File: config.mk
export PLATFORM = sky130hd
export DESIGN_NAME = mtrr_range_memory_type_lookup_core
export DESIGN_NICKNAME = d
export VERILOG_FILES = /design/src/design/mtrr_pkg.sv /design/src/design/mtrr_prep.sv /design/src/design/mtrr_cell.sv /design/src/design/mtrr_range_memory_type_lookup_core.sv
export SDC_FILE = /design/constraint.sdc
export NUM_CORES = 2
export LEC_CHECK = 0
export ABC_CLOCK_PERIOD_IN_PS = 84800
export BUFFER_PORTS_ARGS = -buffer_cell sky130_fd_sc_hd__buf_4
export CORE_MARGIN = 2
export CORE_UTILIZATION = 30
export DETAILED_ROUTE_END_ITERATION = 12
export GPL_TIMING_DRIVEN = 0
export SLEW_MARGIN = 40
export SYNTH_ARGS = -nofsm -noshare
export SYNTH_HDL_FRONTEND = slang
export SYNTH_HIERARCHICAL = 1
export SYNTH_SLANG_ARGS = --single-unit
File: constraint.sdc
create_clock -name i_clk -period 84.8 [get_ports i_clk]
set_clock_uncertainty 0.2 [all_clocks]
set_input_delay 16.96 -clock i_clk [delete_from_list [all_inputs] [get_ports i_clk]]
set_output_delay 16.96 -clock i_clk [all_outputs]
set_load 0.1 [all_outputs]
File: src/design/mtrr_pkg.sv
// ----------------------------------------------------------------------------
// MTRR lookup package
// Field widths, command codes and the beat that moves along the cell chain.
// ----------------------------------------------------------------------------
package mtrr_pkg;

    localparam int IDX_W       = 4;
    localparam int PAGE_W      = 40;
    localparam int TYPE_W      = 3;
    localparam int LPN_W       = 31;
    localparam int PAGE_SHIFT  = 12;
    localparam int LARGE_SHIFT = 21;
    localparam int FULL_W      = PAGE_W + PAGE_SHIFT;   // 52-bit byte address

    typedef enum logic {
        CMD_LOAD  = 1'b0,
        CMD_QUERY = 1'b1
    } t_cmd;

    // one beat in flight; typ is the entry type for a load and the running
    // result for a query
    typedef struct packed {
        logic              vld;
        t_cmd              cmd;
        logic [IDX_W-1:0]  idx;
        logic              act;
        logic [TYPE_W-1:0] typ;
        logic [LPN_W-1:0]  lpn;
    } t_beat;

endpackage

File: src/design/mtrr_prep.sv
// ----------------------------------------------------------------------------
// MTRR input stage
// Registers the accepted beat and turns a load's base/mask into 2 MB-granular
// low and high page bounds, with saturation at the top of the address space.
// ----------------------------------------------------------------------------
module mtrr_prep #(
    parameter int ADDRESS_BITS = 52
) (
    input  logic                                           i_clk,
    input  logic                                           i_rst_n,
    input  logic                                           i_adv,
    input  logic                                           i_valid,
    input  logic                                           i_cmd,
    input  logic [mtrr_pkg::IDX_W-1:0]                     i_entry_index,
    input  logic [mtrr_pkg::PAGE_W-1:0]                    i_base_page,
    input  logic [mtrr_pkg::PAGE_W-1:0]                    i_mask_page,
    input  logic [mtrr_pkg::TYPE_W-1:0]                    i_entry_type,
    input  logic                                           i_entry_enable,
    input  logic [mtrr_pkg::LPN_W-1:0]                     i_large_page_number,
    input  logic [mtrr_pkg::TYPE_W-1:0]                    i_default_type,
    output mtrr_pkg::t_beat                                o_beat,
    output logic [ADDRESS_BITS-mtrr_pkg::LARGE_SHIFT-1:0]  o_lo_lp,
    output logic [ADDRESS_BITS-mtrr_pkg::LARGE_SHIFT-1:0]  o_hi_lp
);
    import mtrr_pkg::*;

    localparam int LPW = ADDRESS_BITS - LARGE_SHIFT;

    t_beat               r_beat, n_beat;
    logic [LPW-1:0]      r_lo_lp, n_lo_lp;
    logic [LPW-1:0]      r_hi_lp, n_hi_lp;
    logic [FULL_W-1:0]   w_base_full;
    logic [ADDRESS_BITS-1:0] w_lo;
    logic [PAGE_W-1:0]   w_iso;
    logic [FULL_W:0]     w_sum;
    logic                w_sat;

    always_comb begin
        w_base_full = {i_base_page, {PAGE_SHIFT{1'b0}}};
        w_lo        = w_base_full[ADDRESS_BITS-1:0];
        // isolate lowest set mask bit: that is the range length in pages
        w_iso       = i_mask_page & (~i_mask_page + PAGE_W'(1));
        w_sum       = (FULL_W+1)'(w_lo) + {1'b0, w_iso, {PAGE_SHIFT{1'b0}}}
                      - (FULL_W+1)'(1);
        w_sat       = |w_sum[FULL_W:ADDRESS_BITS];

        n_lo_lp = w_lo[ADDRESS_BITS-1:LARGE_SHIFT];
        n_hi_lp = w_sat ? {LPW{1'b1}} : w_sum[ADDRESS_BITS-1:LARGE_SHIFT];

        n_beat.vld = i_valid;
        n_beat.cmd = t_cmd'(i_cmd);
        n_beat.idx = i_entry_index;
        n_beat.act = i_entry_enable && (|i_mask_page);
        n_beat.lpn = i_large_page_number;
        n_beat.typ = (t_cmd'(i_cmd) == CMD_QUERY) ? i_default_type : i_entry_type;
    end

    always_ff @(posedge i_clk) begin
        if (!i_rst_n) begin
            r_beat.vld <= 1'b0;
        end else if (i_adv) begin
            r_beat <= n_beat;
        end
    end

    always_ff @(posedge i_clk) begin
        if (i_adv) begin
            r_lo_lp <= n_lo_lp;
            r_hi_lp <= n_hi_lp;
        end
    end

    assign o_beat  = r_beat;
    assign o_lo_lp = r_lo_lp;
    assign o_hi_lp = r_hi_lp;

endmodule

File: src/design/mtrr_cell.sv
// ----------------------------------------------------------------------------
// MTRR range cell
// Holds one range entry. A load beat addressed to it rewrites the entry; a
// query beat that overlaps the active range takes the entry's type.
// ----------------------------------------------------------------------------
module mtrr_cell #(
    parameter int ADDRESS_BITS = 52,
    parameter int CELL_IDX     = 0
) (
    input  logic                                           i_clk,
    input  logic                                           i_rst_n,
    input  logic                                           i_adv,
    input  mtrr_pkg::t_beat                                i_beat,
    input  logic [ADDRESS_BITS-mtrr_pkg::LARGE_SHIFT-1:0]  i_lo_lp,
    input  logic [ADDRESS_BITS-mtrr_pkg::LARGE_SHIFT-1:0]  i_hi_lp,
    output mtrr_pkg::t_beat                                o_beat,
    output logic [ADDRESS_BITS-mtrr_pkg::LARGE_SHIFT-1:0]  o_lo_lp,
    output logic [ADDRESS_BITS-mtrr_pkg::LARGE_SHIFT-1:0]  o_hi_lp
);
    import mtrr_pkg::*;

    localparam int LPW = ADDRESS_BITS - LARGE_SHIFT;

    // stored entry
    logic              r_act;
    logic [TYPE_W-1:0] r_typ;
    logic [LPW-1:0]    r_lo;
    logic [LPW-1:0]    r_hi;

    // forwarded beat
    t_beat             r_beat, n_beat;
    logic [LPW-1:0]    r_lo_q;
    logic [LPW-1:0]    r_hi_q;

    logic              w_sel;
    logic              w_hit;

    always_comb begin
        w_sel = i_beat.vld && (i_beat.cmd == CMD_LOAD)
                && (32'(i_beat.idx) == CELL_IDX);
        w_hit = r_act && (i_beat.lpn >= LPN_W'(r_lo)) && (i_beat.lpn <= LPN_W'(r_hi));
        n_beat = i_beat;
        if (i_beat.cmd == CMD_QUERY && w_hit) begin
            n_beat.typ = r_typ;
        end
    end

    always_ff @(posedge i_clk) begin
        if (!i_rst_n) begin
            r_act      <= 1'b0;
            r_beat.vld <= 1'b0;
        end else if (i_adv) begin
            r_beat <= n_beat;
            if (w_sel) begin
                r_act <= i_beat.act;
            end
        end
    end

    always_ff @(posedge i_clk) begin
        if (i_adv) begin
            r_lo_q <= i_lo_lp;
            r_hi_q <= i_hi_lp;
            if (w_sel) begin
                r_typ <= i_beat.typ;
                r_lo  <= i_lo_lp;
                r_hi  <= i_hi_lp;
            end
        end
    end

    assign o_beat  = r_beat;
    assign o_lo_lp = r_lo_q;
    assign o_hi_lp = r_hi_q;

endmodule

File: src/design/mtrr_range_memory_type_lookup_core.sv
// ----------------------------------------------------------------------------
// MTRR range memory-type lookup core
// Variable memory-type range table with 2 MB large-page type lookup.
// ----------------------------------------------------------------------------
// Input channel (i_valid/o_ready): a beat with i_cmd = load writes range entry
// i_entry_index from base/mask page numbers, type and enable; a beat with
// i_cmd = query asks for the memory type of 2 MB page i_large_page_number,
// falling back to i_default_type. Loads give no result; each query gives one
// beat on the output channel (o_valid/i_ready, o_memory_type).
// Every beat passes an input stage and then a chain of RANGE_COUNT cells, one
// cell per cycle while the chain is not held; cell k holds entry k and a later
// cell overrides an earlier one, so the highest matching entry wins. Loads ride
// the same chain, so each query sees exactly the loads accepted before it.
// Throughput: one beat per cycle unless the chain holds, loads and queries mixed.
// Reset clears every entry to disabled and empties the chain; no clearing
// pass is needed. While a result waits on a low i_ready the whole chain
// holds and o_ready drops; load beats leaving the chain never stall it.
// ----------------------------------------------------------------------------
module mtrr_range_memory_type_lookup_core #(
    parameter int RANGE_COUNT  = 16,
    parameter int ADDRESS_BITS = 52
) (
    input  logic                          i_clk,
    input  logic                          i_rst_n,
    input  logic                          i_valid,
    output logic                          o_ready,
    input  logic                          i_cmd,
    input  logic [mtrr_pkg::IDX_W-1:0]    i_entry_index,
    input  logic [mtrr_pkg::PAGE_W-1:0]   i_base_page,
    input  logic [mtrr_pkg::PAGE_W-1:0]   i_mask_page,
    input  logic [mtrr_pkg::TYPE_W-1:0]   i_entry_type,
    input  logic                          i_entry_enable,
    input  logic [mtrr_pkg::LPN_W-1:0]    i_large_page_number,
    input  logic [mtrr_pkg::TYPE_W-1:0]   i_default_type,
    output logic                          o_valid,
    input  logic                          i_ready,
    output logic [mtrr_pkg::TYPE_W-1:0]   o_memory_type
);
    import mtrr_pkg::*;

    localparam int LPW = ADDRESS_BITS - LARGE_SHIFT;

    t_beat          w_beat [0:RANGE_COUNT];
    logic [LPW-1:0] w_lo   [0:RANGE_COUNT];
    logic [LPW-1:0] w_hi   [0:RANGE_COUNT];
    logic           w_adv;
    logic           w_out_vld;

    assign w_out_vld = w_beat[RANGE_COUNT].vld && (w_beat[RANGE_COUNT].cmd == CMD_QUERY);
    assign w_adv     = !w_out_vld || i_ready;

    mtrr_prep #(
        .ADDRESS_BITS (ADDRESS_BITS)
    ) u_prep (
        .i_clk               (i_clk),
        .i_rst_n             (i_rst_n),
        .i_adv               (w_adv),
        .i_valid             (i_valid),
        .i_cmd               (i_cmd),
        .i_entry_index       (i_entry_index),
        .i_base_page         (i_base_page),
        .i_mask_page         (i_mask_page),
        .i_entry_type        (i_entry_type),
        .i_entry_enable      (i_entry_enable),
        .i_large_page_number (i_large_page_number),
        .i_default_type      (i_default_type),
        .o_beat              (w_beat[0]),
        .o_lo_lp             (w_lo[0]),
        .o_hi_lp             (w_hi[0])
    );

    for (genvar g = 0; g < RANGE_COUNT; g++) begin : g_cell
        mtrr_cell #(
            .ADDRESS_BITS (ADDRESS_BITS),
            .CELL_IDX     (g)
        ) u_cell (
            .i_clk   (i_clk),
            .i_rst_n (i_rst_n),
            .i_adv   (w_adv),
            .i_beat  (w_beat[g]),
            .i_lo_lp (w_lo[g]),
            .i_hi_lp (w_hi[g]),
            .o_beat  (w_beat[g+1]),
            .o_lo_lp (w_lo[g+1]),
            .o_hi_lp (w_hi[g+1])
        );
    end

    assign o_ready       = w_adv;
    assign o_valid       = w_out_vld;
    assign o_memory_type = w_beat[RANGE_COUNT].typ;

endmodule

* Word-level counts from Yosys, hierarchy flattened
Cells that the tools add are included.
Cells by class: $add $sub $neg 3, order comparisons 32, equal/unequal tests 15, mux-type cells 17, bitwise gates (word level) 18, reductions and logical operators 103
Operators with widths (number):
- $ge 31x31->1 | 16
- $le 31x31->1 | 16
- $logic_and 1x1->1 | 82
- $add 52x52->53 | 1
- $sub 53x1->53 const B | 1
- $mux 3 | 17
- $add 40x1->40 const B | 1
- $and 40x40->40 | 1
- $not 40->40 | 1
- $reduce_or 40->1 | 1
- $reduce_and 2->1 | 17
- $eq 4x4->1 const B | 8
- $eq 4x3->1 const B | 4
- $not 1->1 | 16
- $eq 4x2->1 const B | 2
- $eq 4x1->1 const B | 1
- $logic_not 4->1 | 1
- $logic_not 1->1 | 1
- $logic_or 1x1->1 | 1
Storage, ports and cells: register bits 2709, input port bits 127, output and inout port bits 5

* Logic depth before layout (Yosys ltp)
depth in word-level cells 5, gate-level depth with buffers 19, gate-level depth less buffers 17

* Hierarchy
The synthesis kept the hierarchy.
Modules (own cells, without submodules):
- mtrr_cell at g_cell[10].u_cell ... | instances 4, cells each 405, area each 6695.2 µm², sequential area each 5054.8 µm²
- mtrr_cell at g_cell[13].u_cell ... | instances 4, cells each 406, area each 6692.7 µm², sequential area each 5054.8 µm²
- mtrr_cell at g_cell[11].u_cell ... | instances 2, cells each 406, area each 6695.2 µm², sequential area each 5054.8 µm²
- mtrr_cell at g_cell[1].u_cell ... | instances 2, cells each 406, area each 6693.9 µm², sequential area each 5054.8 µm²
- mtrr_cell at g_cell[4].u_cell ... | instances 2, cells each 405, area each 6692.7 µm², sequential area each 5054.8 µm²
- mtrr_prep | instances 1, cells each 663, area each 6712.7 µm², sequential area each 3083.0 µm²
- mtrr_cell at g_cell[0].u_cell | instances 1, cells each 406, area each 6691.4 µm², sequential area each 5054.8 µm²
- mtrr_cell at g_cell[12].u_cell | instances 1, cells each 405, area each 6690.2 µm², sequential area each 5054.8 µm²
- mtrr_range_memory_type_lookup_core | instances 1, cells each 2, area each 13.8 µm², sequential area each 0.0 µm²

* Worst setup path after synthesis
OpenSTA, ideal clock, no wires.
path type input port to output port, from input i_ready, to output o_ready, arrival 42.177 ns, data required time 67.640 ns, path slack 25.463 ns, cell stages on the path 1, buffers on the path 0, cell sequence nand3b_1
On the way: word-level cells in the longest chain between the ends 1
RTL lines:
- from (decl) | RTL line mtrr_range_memory_type_lookup_core.sv:36 | input logic i_ready,
- $logic_or 1x1->1 | RTL line mtrr_range_memory_type_lookup_core.sv:50 | assign w_adv = !w_out_vld || i_ready;
- to (decl) | RTL line mtrr_range_memory_type_lookup_core.sv:26 | output logic o_ready,
Every way passes these cells.

* Worst setup path in the final report
Ends and elaborated chain as after synthesis.

==> flow_summary.ini <==
[clock_network]
cts_buffer_depth = 4
cts_root_buf = clkbuf_16
cts_setup_buffers = 0
clk_pin_slew_ns = 0.06
cts.sink_count = 2709
cts_tree = built
htreeDepth = 5
hold_buffers = 0
clk_latency_ns = 0.81
numCtsBuffers = 266
cts_resized = 0

[power]
vdd_ir_drop_max_uv = 15.9
clkPwrFrac_pct = 39.4
p_per_area_mw_per_mm2 = 22.0
seqPwrFrac_pct = 57.2
finalPower_mw = 2.82
combPwrFrac_pct = 3.4
p_switching_mw = 0.575
internal_power_mw = 2.25
swShare_pct = 20.4
power.leakage_nw = 48.7

[synth]
synth_area_mm2 = 0.111
ys_warn_count = 6
synth_nets = 8252
syn-instance-count = 7056
synth_area_per_cell_um2 = 15.7

[floorplanning]
die_w_um = 612
die_y_um = 612
ios = 132
initial_core_util_pct = 30.1
rows = 223
die_area_mm2 = 0.374
coreArea_mm2 = 0.368

[final_layout]
antennaDiodeCount = 0
final_util_pct = 34.8
fin_area_mm2 = 0.128
area_growth_pct = 15.5
final_common_cell = edfxtp_1
drive_gt1_share_pct = 10.6
final_cell_mix = edfxtp_1, inv_1, ha_1
final_nets = 8938

[global_route]
grt_pass1_wl_um = 321000
track_usage_pct = 10.7
antenna_found_initial = 0
grt_pass1_vias = 59500
overflow = 0
grt_start_max_net_pins = 51

[placed_design]
dpl-instance-area_mm2 = 0.120
hpwl_um = 158000
port_buffers = 131
gp_congestion = 0.867
preCtsSetupSlack_ns = 46.81

[setup_path]
critical_path.most_common_cell = buf_4
crit_buf_inv = 18
path_cells = buf_4 -> nand3b_1 -> buf_4 -> buf_4 -> buf_4 -> buf_6 -> buf_4 -> buf_6 -> buf_6 -> buf_6 -> buf_6 -> buf_4 -> buf_6 -> buf_6 -> buf_4 -> buf_4 -> buf_4 -> buf_6 -> buf_4
cp.arrival_ns = 20.79
worstPathMaxFanout = 13
crit_family = buffers and inverters
path_class = in2out
worstPathRequired_ns = 67.64
endpoint_kind = output pin
critPathSlowestCell = buf_4
max_stage_delay_ns = 0.29
cp-start-kind = input port

[sta]
slew_headroom_pct = 42.4
clock.fmax_mhz = 26.4
rsz0062_at_grt = no
slew_violations = 0
finalHoldViolCount = 0
setup_violations = 0
fin_crit_sh_pct = 44.7
worst_pin_slew_ns = 0.856
final.min_clock_period_ns = 37.95
tns_ns = 0
setup_ws_ns = 46.85

[routing]
drt-pass1-iter-count = 5
met1_length_um = 89600
wl_met2_um = 98800
antenna_left = 0
routed.top_layer = met4
vias = 56100
drt_iter0_drc = 2896
routed_wl_um = 203000
via_per_inst = 4.39
drcViolationCount = 0
wl_met3_um = 6300
routedWlPerCell_um = 15.9

[flow_run]
max_cap_viol_count = 0

[worst_hold_path]
hold_path.class = reg2reg

[status]
status = completed
-- flip-flops by register name, summed over array words and instances (netlist names) --
register               count
g_cell.u_cell/o_beat     620
g_cell.u_cell/r_lo       496
g_cell.u_cell/r_act       16
g_cell.u_cell/o_hi_lp    465
g_cell.u_cell/o_lo_lp    465
u_prep/o_beat             41
u_prep/o_hi_lp            31
u_prep/o_lo_lp            31
g_cell.u_cell/r_hi       496
g_cell.u_cell/r_typ       48
-- layout make-up --
cell class                 instances  area, um2
buffer                            17       78.8
clock buffer                     347       7290
clock inverter                   108        860
fill                           34700     240000
inverter                        1100       4130
multi-input combinational       3230      25800
sequential                      2709      81000
tap                             4837       6050
timing repair buffer             418       2890
-- power groups by stage --
| stage | Combinational [mW] | Clock [mW] | Sequential (mW) |
|---|---|---|---|
| 3_5_place_dp | 0.0961 | 0 | 1.64 |
| 5_1_grt | 0.109 | 1.20 | 1.62 |
| 4_1_cts | 0.0969 | 1.15 | 1.62 |
| 6_report | 0.0959 | 1.11 | 1.61 |
| 3_3_place_gp | 0.0902 | 0 | 1.64 |
| 2_1_floorplan | 0.0638 | 0 | 1.61 |
-- per-stage QoR --
stage | hold WS (ns) | std cells
2_1_floorplan | 0.200 | 7056
3_3_place_gp | 0.204 | 12000
3_5_place_dp | 0.205 | 12300
4_1_cts | 0.219 | 12800
5_1_grt | 0.223 | 12800
6_report | 0.217 | 12800
-- layer usage --
layer | GRT usage, % | up-vias
met1 | 13.4 | 27000
met3 | 1.52 | 442
met2 | 18.6 | 972
met4 | 4.58 | 0
li1 | - | 27600
met5 | 0 | -
-- worst paths after layout --
path | end | start | cells after the start | slack, ns
worst max-delay path | o_ready | i_ready | 19 | 46.85
worst min register to register | g_cell[15].u_cell/r_lo[4] | g_cell[14].u_cell/o_lo_lp[4] | 0 | 0.22
worst max register to register | g_cell[3].u_cell/r_hi[29] | g_cell[15].u_cell/o_beat[39] | 19 | 79.59
worst min-delay path | g_cell[15].u_cell/r_lo[4] | g_cell[14].u_cell/o_lo_lp[4] | 0 | 0.22
No activity file was read; power rests on OpenSTA's default activity.
